[config.mk]
export PLATFORM = sky130hd
export DESIGN_NAME = string_table_bubble_sort
export DESIGN_NICKNAME = d
export VERILOG_FILES = /design/src/sv/stbs_pkg.sv /design/src/sv/stbs_front.sv /design/src/sv/stbs_engine.sv /design/src/sv/string_table_bubble_sort.sv
export SDC_FILE = /design/constraint.sdc
export NUM_CORES = 2
export LEC_CHECK = 0
export BUFFER_PORTS_ARGS = -buffer_cell sky130_fd_sc_hd__buf_2
export CAP_MARGIN = 0
export CORE_MARGIN = 4
export CORE_UTILIZATION = 50
export CTS_CLUSTER_DIAMETER = 150
export DETAILED_ROUTE_END_ITERATION = 16
export PLACE_DENSITY = 0.64
export SETUP_SLACK_MARGIN = 0.3
export SYNTH_ARGS = -nofsm -noshare
export SYNTH_HDL_FRONTEND = slang
export SYNTH_HIERARCHICAL = 1
export SYNTH_SLANG_ARGS = --single-unit
[constraint.sdc]
create_clock -name clk -period 6 [get_ports clk]
set_input_delay 0.9 -clock clk [delete_from_list [all_inputs] [get_ports clk]]
set_output_delay 0.9 -clock clk [all_outputs]
set_load 0.03 [all_outputs]
[src/sv/stbs_pkg.sv]
// shared types and constants of the string table bubble sorter
package stbs_pkg;

	localparam int MAX_STRINGS_DEF = 16;
	localparam int MAX_LEN_DEF     = 16;
	localparam int QUEUE_DEPTH     = 4;
	localparam int QPW             = $clog2(QUEUE_DEPTH);
	localparam int IDX_W           = 4;

	typedef enum logic [1:0] {
		KIND_BYTE,
		KIND_TERM,
		KIND_END
	} kind_t;

	typedef struct packed {
		kind_t      kind;
		logic [7:0] data;
	} item_t;

	typedef struct packed {
		logic [IDX_W-1:0] string_index;
		logic             last_in_order;
		logic             table_empty;
		logic             truncated;
	} result_t;

	typedef enum logic [3:0] {
		ST_LOAD,
		ST_INIT,
		ST_PS,
		ST_PS2,
		ST_NXT,
		ST_BRD,
		ST_BEV,
		ST_WR,
		ST_WL,
		ST_ERD,
		ST_EOUT,
		ST_EMPTY
	} state_t;

endpackage

[src/sv/stbs_front.sv]
// input side: classifies stream transactions and queues them for the sorter
module stbs_front (
	input  logic              clk,
	input  logic              arst_n,
	input  logic              s_tvalid,
	output logic              s_tready,
	input  logic [7:0]        s_tdata,   // char_byte
	input  logic              s_tuser,   // table_end
	output stbs_pkg::item_t   q_item,
	output logic              q_valid,
	input  logic              q_ready
);
	import stbs_pkg::*;

	item_t          fifo_q [QUEUE_DEPTH];
	logic [QPW-1:0] wr_ptr_q;
	logic [QPW-1:0] rd_ptr_q;
	logic [QPW:0]   count_q;
	item_t          in_item;
	logic           push;
	logic           pop;

	// classify the incoming transaction
	always_comb begin
		in_item.data = s_tdata;
		if (s_tuser) begin
			in_item.kind = KIND_END;
		end else if (s_tdata == 8'd0) begin
			in_item.kind = KIND_TERM;
		end else begin
			in_item.kind = KIND_BYTE;
		end
	end

	assign s_tready = (count_q != (QPW+1)'(QUEUE_DEPTH));
	assign q_valid  = (count_q != '0);
	assign q_item   = fifo_q[rd_ptr_q];
	assign push     = s_tvalid && s_tready;
	assign pop      = q_valid && q_ready;

	// queue storage
	always_ff @(posedge clk) begin
		if (push) begin
			fifo_q[wr_ptr_q] <= in_item;
		end
	end

	// queue pointers
	always_ff @(posedge clk or negedge arst_n) begin
		if (!arst_n) begin
			wr_ptr_q <= '0;
			rd_ptr_q <= '0;
			count_q  <= '0;
		end else begin
			if (push) begin
				wr_ptr_q <= wr_ptr_q + QPW'(1);
			end
			if (pop) begin
				rd_ptr_q <= rd_ptr_q + QPW'(1);
			end
			if (push && !pop) begin
				count_q <= count_q + (QPW+1)'(1);
			end else if (pop && !push) begin
				count_q <= count_q - (QPW+1)'(1);
			end
		end
	end

endmodule

[src/sv/stbs_engine.sv]
// back side: string store, bubble sort over the order table, result output
module stbs_engine #(
	parameter int MAX_STRINGS = stbs_pkg::MAX_STRINGS_DEF,
	parameter int MAX_LEN     = stbs_pkg::MAX_LEN_DEF
) (
	input  logic              clk,
	input  logic              arst_n,
	input  stbs_pkg::item_t   q_item,
	input  logic              q_valid,
	output logic              q_ready,
	output stbs_pkg::result_t res,
	output logic              res_valid,
	input  logic              res_ready
);
	import stbs_pkg::*;

	localparam int SW    = $clog2(MAX_STRINGS);
	localparam int CW    = $clog2(MAX_STRINGS + 1);
	localparam int BW    = $clog2(MAX_LEN + 1);
	localparam int DEPTH = MAX_STRINGS * MAX_LEN;
	localparam int AW    = (DEPTH > 1) ? $clog2(DEPTH) : 1;

	state_t        state_q, state_d;
	logic [CW-1:0] cnt_q;
	logic [BW-1:0] bp_q;
	logic          ovf_q;
	logic [CW-1:0] n_q;
	logic          trunc_q;
	logic [SW-1:0] lim_q, j_q, cur_q, nxt_q, e_q;
	logic [BW-1:0] k_q;
	logic          gt_q;

	logic [7:0]    store_mem [DEPTH];
	logic [7:0]    a_q, b_q;
	logic [SW-1:0] ord_mem [MAX_STRINGS];
	logic [SW-1:0] ord_rd_q;

	logic          st_we;
	logic [AW-1:0] st_waddr, st_ra, st_rb;
	logic [7:0]    st_wdata;
	logic          ord_we;
	logic [SW-1:0] ord_waddr, ord_wdata, ord_raddr;

	result_t       res_q;
	logic          res_valid_q;
	logic          slot_free;
	logic          pop;
	logic          cnt_full, bp_full, bp_nz, cnt_bump;
	logic [CW-1:0] n_d;
	logic          last_cmp, byte_diff, byte_stop;

	assign cnt_full  = (cnt_q == CW'(MAX_STRINGS));
	assign bp_full   = (bp_q == BW'(MAX_LEN));
	assign bp_nz     = (bp_q != '0);
	assign pop       = q_valid && q_ready;
	assign cnt_bump  = bp_nz && !cnt_full;
	assign n_d       = cnt_q + CW'(cnt_bump);
	assign slot_free = !res_valid_q || res_ready;
	assign last_cmp  = (({1'b0, j_q} + (SW+1)'(1)) == {1'b0, lim_q});
	assign byte_diff = (a_q != b_q);
	assign byte_stop = (a_q == 8'd0) || (k_q == BW'(MAX_LEN - 1));
	assign res       = res_q;
	assign res_valid = res_valid_q;

	// next state
	always_comb begin
		state_d = state_q;
		unique case (state_q)
			ST_LOAD: begin
				if (pop && q_item.kind == KIND_END) begin
					state_d = ST_INIT;
				end
			end
			ST_INIT: begin
				if (n_q == '0) begin
					state_d = ST_EMPTY;
				end else if (j_q == SW'(n_q - CW'(1))) begin
					state_d = (lim_q == '0) ? ST_ERD : ST_PS;
				end
			end
			ST_PS:  state_d = ST_PS2;
			ST_PS2: state_d = ST_NXT;
			ST_NXT: state_d = ST_BRD;
			ST_BRD: state_d = ST_BEV;
			ST_BEV: begin
				state_d = (byte_diff || byte_stop) ? ST_WR : ST_BRD;
			end
			ST_WR: state_d = last_cmp ? ST_WL : ST_NXT;
			ST_WL: state_d = (lim_q == SW'(1)) ? ST_ERD : ST_PS;
			ST_ERD: state_d = ST_EOUT;
			ST_EOUT: begin
				if (slot_free) begin
					state_d = (e_q == SW'(n_q - CW'(1))) ? ST_LOAD : ST_ERD;
				end
			end
			ST_EMPTY: begin
				if (slot_free) begin
					state_d = ST_LOAD;
				end
			end
			default: state_d = ST_LOAD;
		endcase
	end

	// memory controls
	always_comb begin
		q_ready   = (state_q == ST_LOAD);
		st_we     = 1'b0;
		st_wdata  = 8'd0;
		st_waddr  = AW'(AW'(SW'(cnt_q)) * MAX_LEN) + AW'(bp_q);
		st_ra     = AW'(AW'(cur_q) * MAX_LEN) + AW'(k_q);
		st_rb     = AW'(AW'(nxt_q) * MAX_LEN) + AW'(k_q);
		ord_we    = 1'b0;
		ord_waddr = j_q;
		ord_wdata = j_q;
		ord_raddr = e_q;
		unique case (state_q)
			ST_LOAD: begin
				if (pop && !cnt_full && !bp_full) begin
					if (q_item.kind == KIND_BYTE) begin
						st_we    = 1'b1;
						st_wdata = q_item.data;
					end else if (q_item.kind == KIND_TERM || bp_nz) begin
						st_we = 1'b1;
					end
				end
			end
			ST_INIT: ord_we = (n_q != '0);
			ST_PS:   ord_raddr = '0;
			ST_PS2:  ord_raddr = SW'(1);
			ST_WR: begin
				ord_we    = 1'b1;
				ord_wdata = gt_q ? nxt_q : cur_q;
				ord_raddr = SW'({1'b0, j_q} + (SW+1)'(2));
			end
			ST_WL: begin
				ord_we    = 1'b1;
				ord_waddr = lim_q;
				ord_wdata = cur_q;
			end
			default: begin
			end
		endcase
	end

	// string store with two registered read ports
	always_ff @(posedge clk) begin
		if (st_we) begin
			store_mem[st_waddr] <= st_wdata;
		end
		a_q <= store_mem[st_ra];
		b_q <= store_mem[st_rb];
	end

	// order table
	always_ff @(posedge clk) begin
		if (ord_we) begin
			ord_mem[ord_waddr] <= ord_wdata;
		end
		ord_rd_q <= ord_mem[ord_raddr];
	end

	// sequencer datapath
	always_ff @(posedge clk or negedge arst_n) begin
		if (!arst_n) begin
			state_q     <= ST_LOAD;
			cnt_q       <= '0;
			bp_q        <= '0;
			ovf_q       <= 1'b0;
			n_q         <= '0;
			trunc_q     <= 1'b0;
			lim_q       <= '0;
			j_q         <= '0;
			k_q         <= '0;
			cur_q       <= '0;
			nxt_q       <= '0;
			gt_q        <= 1'b0;
			e_q         <= '0;
			res_q       <= '0;
			res_valid_q <= 1'b0;
		end else begin
			state_q <= state_d;
			if (res_valid_q && res_ready) begin
				res_valid_q <= 1'b0;
			end
			unique case (state_q)
				ST_LOAD: begin
					if (pop) begin
						unique case (q_item.kind)
							KIND_BYTE: begin
								if (cnt_full || bp_full) begin
									ovf_q <= 1'b1;
								end else begin
									bp_q <= bp_q + BW'(1);
								end
							end
							KIND_TERM: begin
								if (cnt_full) begin
									ovf_q <= 1'b1;
								end else begin
									cnt_q <= cnt_q + CW'(1);
								end
								bp_q <= '0;
							end
							KIND_END: begin
								n_q     <= n_d;
								trunc_q <= ovf_q || (bp_nz && cnt_full);
								lim_q   <= SW'(n_d - CW'(1));
								j_q     <= '0;
								cnt_q   <= '0;
								bp_q    <= '0;
								ovf_q   <= 1'b0;
							end
							default: begin
							end
						endcase
					end
				end
				ST_INIT: begin
					j_q <= j_q + SW'(1);
					e_q <= '0;
				end
				ST_PS2: begin
					cur_q <= ord_rd_q;
					j_q   <= '0;
				end
				ST_NXT: begin
					nxt_q <= ord_rd_q;
					k_q   <= '0;
				end
				ST_BEV: begin
					if (byte_diff) begin
						gt_q <= (a_q > b_q);
					end else if (byte_stop) begin
						gt_q <= 1'b0;
					end else begin
						k_q <= k_q + BW'(1);
					end
				end
				ST_WR: begin
					if (!gt_q) begin
						cur_q <= nxt_q;
					end
					j_q <= j_q + SW'(1);
				end
				ST_WL: begin
					lim_q <= lim_q - SW'(1);
					e_q   <= '0;
				end
				ST_EOUT: begin
					if (slot_free) begin
						res_q.string_index  <= IDX_W'(ord_rd_q);
						res_q.last_in_order <= (e_q == SW'(n_q - CW'(1)));
						res_q.table_empty   <= 1'b0;
						res_q.truncated     <= trunc_q;
						res_valid_q         <= 1'b1;
						e_q                 <= e_q + SW'(1);
					end
				end
				ST_EMPTY: begin
					if (slot_free) begin
						res_q.string_index  <= '0;
						res_q.last_in_order <= 1'b1;
						res_q.table_empty   <= 1'b1;
						res_q.truncated     <= trunc_q;
						res_valid_q         <= 1'b1;
					end
				end
				default: begin
				end
			endcase
		end
	end

endmodule

[src/sv/string_table_bubble_sort.sv]
// top level of the string table bubble sorter
// Bytes of a string table arrive one per cycle, when the four-entry queue has room,
// and are written into the string store; a zero byte closes a string and a
// transaction with tuser set closes the table. The sorter then stops taking bytes
// from the queue and runs a bubble sort over the order table: it first fills the
// order table, one entry per string; each neighbor comparison reads the next entry,
// reads both strings a byte at a time from the two-port store, compares them and
// writes the smaller entry back; there are about n*(n-1)/2 comparisons for n strings.
// Sorted indices leave one by one via an output register; then the next table loads.
module string_table_bubble_sort #(
	parameter int MAX_STRINGS = stbs_pkg::MAX_STRINGS_DEF,
	parameter int MAX_LEN     = stbs_pkg::MAX_LEN_DEF
) (
	input  logic       clk,
	input  logic       arst_n,
	input  logic       s_tvalid,
	output logic       s_tready,
	input  logic [7:0] s_tdata,   // char_byte
	input  logic       s_tuser,   // table_end
	output logic       m_tvalid,
	input  logic       m_tready,
	output logic [7:0] m_tdata,   // string_index, zero fill
	output logic       m_tlast,   // last_in_order
	output logic [1:0] m_tuser    // table_empty, truncated
);
	import stbs_pkg::*;

	item_t   q_item;
	logic    q_valid;
	logic    q_ready;
	result_t res;

	stbs_front u_front (
		.clk      (clk),
		.arst_n   (arst_n),
		.s_tvalid (s_tvalid),
		.s_tready (s_tready),
		.s_tdata  (s_tdata),
		.s_tuser  (s_tuser),
		.q_item   (q_item),
		.q_valid  (q_valid),
		.q_ready  (q_ready)
	);

	stbs_engine #(
		.MAX_STRINGS (MAX_STRINGS),
		.MAX_LEN     (MAX_LEN)
	) u_engine (
		.clk       (clk),
		.arst_n    (arst_n),
		.q_item    (q_item),
		.q_valid   (q_valid),
		.q_ready   (q_ready),
		.res       (res),
		.res_valid (m_tvalid),
		.res_ready (m_tready)
	);

	// result packing
	assign m_tdata = {(8 - IDX_W)'(0), res.string_index};
	assign m_tlast = res.last_in_order;
	assign m_tuser = {res.truncated, res.table_empty};

	// an empty table gives a single closing result
	a_empty_last: assert property (@(posedge clk) disable iff (!arst_n)
		m_tvalid && m_tuser[0] |-> m_tlast) else $error("empty result not last");

	// an empty table reports index zero
	a_empty_idx: assert property (@(posedge clk) disable iff (!arst_n)
		m_tvalid && m_tuser[0] |-> m_tdata == 8'd0) else $error("empty result index");

	// a stalled result holds still
	a_res_hold: assert property (@(posedge clk) disable iff (!arst_n)
		m_tvalid && !m_tready |=> m_tvalid && $stable(m_tdata) && $stable(m_tlast)
			&& $stable(m_tuser)) else $error("result changed while stalled");

endmodule

* Yosys cells after proc, flatten, opt, wreduce, memory -nomap -nowiden
Memories as Yosys holds them, arrays and structs flattened. A register that Yosys moved wholly into a read port is not among the register bits. Cells that the tools add are included.
Storage, ports and cells: register bits after elaboration 62, bits in latches 0, memory bits (writable) 2152, memory bits (read-only) 0, input bits 13, output and inout port bits 13, memories kept 3
Operators by class: add/subtract/negate cells 18, multiply operators 0, div/mod/pow operators 0, $lt $le $gt $ge 1, eq/ne operators 35, shift-type cells 0, mux-type cells 61, bitwise logic cells 0, reduce and logical (&&, ||, !) cells 58
Memory list:
- u_engine.store_mem | words 256, bits a word 8, read ports 2, clocked after memory_dff 2, write ports 1, RTL line stbs_engine.sv:33 | logic [7:0] store_mem [DEPTH];
- u_engine.ord_mem | words 16, bits a word 4, read ports 1, clocked after memory_dff 1, write ports 1, RTL line stbs_engine.sv:35 | logic [SW-1:0] ord_mem [MAX_STRINGS];
- u_front.fifo_q | words 4, bits a word 10, read ports 1, clocked after memory_dff 0, write ports 1, RTL line stbs_front.sv:15 | item_t fifo_q [QUEUE_DEPTH];
Operators by type and width (count):
- 2-to-1 mux 4 bit | 17
- one-hot mux 4 bit (12 select lines) | 1
- one-hot mux 4 bit (2 select lines) | 4
- one-hot mux 5 bit (2 select lines) | 3
- adder 8 x 5 -> 8 bit | 3
- 2-to-1 mux 8 bit | 3
- one-hot mux 4 bit (3 select lines) | 2
- 2-to-1 mux 5 bit | 4
- 2-to-1 mux 1 bit | 18
- inequality test 2 bit (second input constant) | 9
- nonzero test 2 bit | 9
- == test 4 x 3 -> 1 bit (second input constant) | 4
- == test 4 bit (second input constant) | 4
- logical NOT 8 bit | 2
- adder 5 x 1 -> 5 bit (second input constant) | 3
- AND reduction 3 bit | 5
- 2-to-1 mux 7 bit | 2
- one-hot mux 7 bit (2 select lines) | 1
- AND reduction 4 bit | 3
- subtractor 4 x 1 -> 4 bit (second input constant) | 3
- == test 5 bit (second input constant) | 2
- logical AND 1 bit | 10
- nonzero test 5 bit | 2
- OR reduction 2 bit | 5
- 31 further kinds | 54

* Longest topological paths before layout
An unclocked memory read counts as a cell.
word-level depth 9, gate-level depth with buffers 13

* By module
Netlist, hierarchy kept.
By module, submodules not included:
- stbs_engine | times used 1, cells each 4802, area each 87356.3 um^2, sequential area each 65197.5 um^2
- stbs_front | times used 1, cells each 91, area each 1890.6 um^2, sequential area each 1376.3 um^2
- string_table_bubble_sort | times used 1, cells each 5, area each 33.8 um^2, sequential area each 0.0 um^2

* Worst setup path before layout
Ideal clock, no wire load.
path kind reg-to-reg, from reg u_front.rd_ptr_q[0], to mem u_engine.store_mem[0][0], data pin, arrival time 5.088 ns, data required time 5.126 ns, slack 0.038 ns, cell stages (with the launch flop) 7, path buffers 1, path through dfrtp_1 > buf_6 > mux4_2 > inv_1 > ha_1 > a21boi_1 > and3_1
RTL lines:
- start: declaration | RTL line stbs_front.sv:17 | logic [QPW-1:0] rd_ptr_q;
- start signal: assignment | RTL line stbs_front.sv:59 | rd_ptr_q <= rd_ptr_q + QPW'(1);
- end: declaration | RTL line stbs_engine.sv:33

==> summary.txt <==
Clock network
  • Root Buffer: clkbuf_16
  • Cts bufs inserted: approximately 220
  • Worst-Skew Late Latency: approximately 0.86 ns
  • CTS Buffer Depth: 3
  • Clk slew on worst S/H paths: 0.06 ns
  • CTS H-tree lvls: 4
  • CTS tree: built
  • TritonCTS Sinks: 2234
  • Number of gates resized after cts: 0
  • Post-CTS setup repair buffer count: 0
  • Post-CTS Hold Fix Bufs: 0

Die
  • Starting Density: 50.47%
  • Core ar.: 176900 µm²
  • Chip width: around 430 µm
  • I/O pin count: 26
  • FP Rows: 154
  • Die ar.: roughly 190000 µm²
  • Die Y: approximately 430 µm

Detailed routing
  • WL met1: a little over 90000 µm
  • DRT Wirelength: 222300 µm
  • Drt via density: 6.243
  • WL/cell: just under 30 µm
  • Initial DRC count: ~6100
  • DR vias: around 47000
  • Met3 wire length: about 17000 µm
  • WL met2: about 100000 µm
  • Detail Route Antenna Nets: 0
  • DRC errors left: 0
  • DRT Pass-1 Iters: 6
  • Uppermost routed layer: met5

Logic synthesis
  • Sequential element share of the synthesized area: 74.57%
  • Synth unique cells: 71
  • Synth Flop Type: edfxtp_1
  • Post-synth EDFFs: between 2000 and 2500
  • #FFs+latches synth: about 2200
  • Async S/R FF share, synth: ~2.8%
  • Post-Synthesis Cell Area: a little under 90000 µm²
  • Ys Warns: 6
  • Mapped Avg Cell Area: 18.23 µm²
  • Synth Instances: just under 5000

Finish
  • Ant diodes: 0
  • Area Overhead vs Synth: 10.90%
  • Non-Filler Instances: 7488
  • Most frequent cells in the layout: edfxtp_1, mux2i_1, nor2_1
  • Final Util: 55.98%
  • Layout Nets: about 5000
  • Share of layout cells above drive strength 1: ~14%
  • Most common cell after layout, fill and taps aside: edfxtp_1

STA
  • Clk_skew: 0.02672 ns
  • Max_slew headroom: approximately 18%
  • Fin Setup TNS: 0 ns
  • Slew Viols, Final: 0
  • Final Hold Vio Count: 0
  • Final period util: between 60% and 70%
  • Final setup fails: 0
  • Least-Margin Pin Slew: between 1 and 1.5 ns
  • RSZ-0062 raised after global routing: no
  • Post-layout min period: ~4.2 ns
  • FMAX: 238.6 MHz

Global routing
  • Largest net degree at the start of global routing: between 150 and 200
  • First-pass GRT wire length: around 320000 µm
  • All-Layer GR Usage: 23.81%
  • Congestion Overflow GR: 0
  • Vias in the first global route: about 46000
  • Initial antenna violation count: 7

Flow run
  • MaxCap Viol Count: 0

Outcome
  • Status: complete, no violations

Placement
  • DPL Wire Length: around 130000 µm
  • GP Congestion: just over 0.9
  • Port Buf Inserts: 21
  • Cells after DPL: around 7000

Power
  • Peak supply drop: 0.2834 mV
  • Power Total: between 30 and 40 mW
  • P per Cell Area: around 360 nW/µm²
  • Leak Pwr: 29.99 nW

Critical path
  • CP required: between 6 and 7 ns
  • Reg2reg setup slack: 1.81 ns
  • Peak fanout along the critical path: 78
  • Startpoint of the worst register-to-register path: u_front/rd_ptr_q[0]
  • Setup CP Type: reg -> reg
  • CP Launch Type: register
  • Critical Path AT: 4.79 ns
  • Worst setup EP type: register
  • FF-to-FF End: u_engine/store_mem[14][0]
  • R2R depth: 6

Hold path
  • Hold Crit Class: in -> async
-- power breakdown --
part | switching [mW] | internal, mW
combinational | 2.73 | 1.31
sequential | 0.464 | 17.7
clock | 5.76 | 7.76
total | 8.96 | 26.8
-- worst max-delay path: stages, from the launching register on --
cell	delay [ns]
dfrtp_1	0.77
mux4_1	0.69
inv_1	0.11
ha_1	0.20
a21boi_1	0.62
and3_4	1.01
buf_12	0.34
-- cell type report --
type | instances | area [µm²]
Clock buffer | 282 | 5871
Clock inverter | 123 | 1224
Tap cell | 2340 | 2928
Fill cell | 13370 | 77870
Inverter | 43 | 161.4
Multi-Input combinational cell | 2351 | 20970
Sequential cell | 2234 | 66580
Timing Repair Buffer | 115 | 1276
-- through the flow --
step                hold WS, ns  area (µm²)  worst slack [ns]
floorplan                0.4426       89300             1.909
global placement         0.4853       91910             1.836
detailed placement       0.4943       91910             1.855
CTS                      0.1605       99010             1.809
global route             0.2315       99020             1.537
finish                   0.1729       99020             1.809
-- registers in the layout, summed over array words and instances, names as in the netlist, 7 cells and up --
register and count:
u_engine/ord_mem 64, u_engine/store_mem 2048, u_engine/b_q 8, u_engine/res 7, u_engine/a_q 8, u_front/fifo_q 40
-- synthesized netlist by cell type (3+ instances only) --
cell type     n  area, µm²
ha_1         41      513.0
mux2_2        8      90.09
o22a_1       40      350.3
buf_8         3      45.04
mux2i_1     566       5665
a22oi_1     171       1284
a222oi_1      4      40.04
and3b_1       3      26.28
nor3_1      171      855.8
xnor2_1      24      210.2
and2_1       10      62.56
or3_1         9      56.30
inv_1        43      161.4
or2_2         3      18.77
nor4_1       21      131.4
edfxtp_1   2152      64620
a31oi_1       6      37.54
and3_1       10      62.56
nor3b_1       5      37.54
buf_6        52      585.6
nand3_1      70      350.3
buf_1        19      71.32
nand2_1     137      514.2
dfxtp_1      20      400.4
a221oi_1     32      280.3
a21oi_1      19      95.09
o22ai_1     125      782.0
xor2_1       15      131.4
nor2_1      333       1250
o31ai_1       6      45.04
clkbuf_1     99      371.6
nand2b_1     13      81.33
buf_4        40      300.3
o21ai_0      51      255.2
nor2b_1       7      43.79
mux4_2      264       5946
nand4_1      26      162.7
a22o_1      119       1042
a32o_1        3      30.03
dfrtp_1      62       1551
buf_2        57      285.3
-- logic make-up (layout without fill, tap and decap cells) --
logic type / after synthesis / after routing / synth area share, %
compound gates: 592 / 592 / 4.920
xor+xnor: 39 / 39 / 0.3826
fa+ha+maj: 42 / 42 / 0.5970
buf+inv: 316 / 563 / 2.078
flops: 2234 / 2234 / 74.57
mux: 841 / 841 / 13.18
other cells: 1 / 4 / 0.004200
simple gates: 833 / 833 / 4.269
-- per-layer routing --
metal	track usage, %	vias to the layer above
met5	0	-
met2	37.23	2043
met3	3.905	386
li1	-	19980
met4	8.454	6
met1	34.27	24330
-- worst max-delay path by stage --
stage	from	endpoint	slack [ns]	depth (start not counted)
2_1_floorplan	u_front/rd_ptr_q[0]	u_engine/store_mem[0][0]	1.91	6
3_3_place_gp	u_front/rd_ptr_q[0]	u_engine/store_mem[208][5]	1.84	8
3_5_place_dp	u_front/rd_ptr_q[0]	u_engine/store_mem[208][5]	1.85	8
4_1_cts	u_front/rd_ptr_q[0]	u_engine/store_mem[208][5]	1.81	8
5_1_grt	u_front/rd_ptr_q[0]	u_engine/store_mem[7][0]	1.54	6
6_report	u_front/rd_ptr_q[0]	u_engine/store_mem[14][0]	1.81	6
Power figures use the tool's default switching activity.
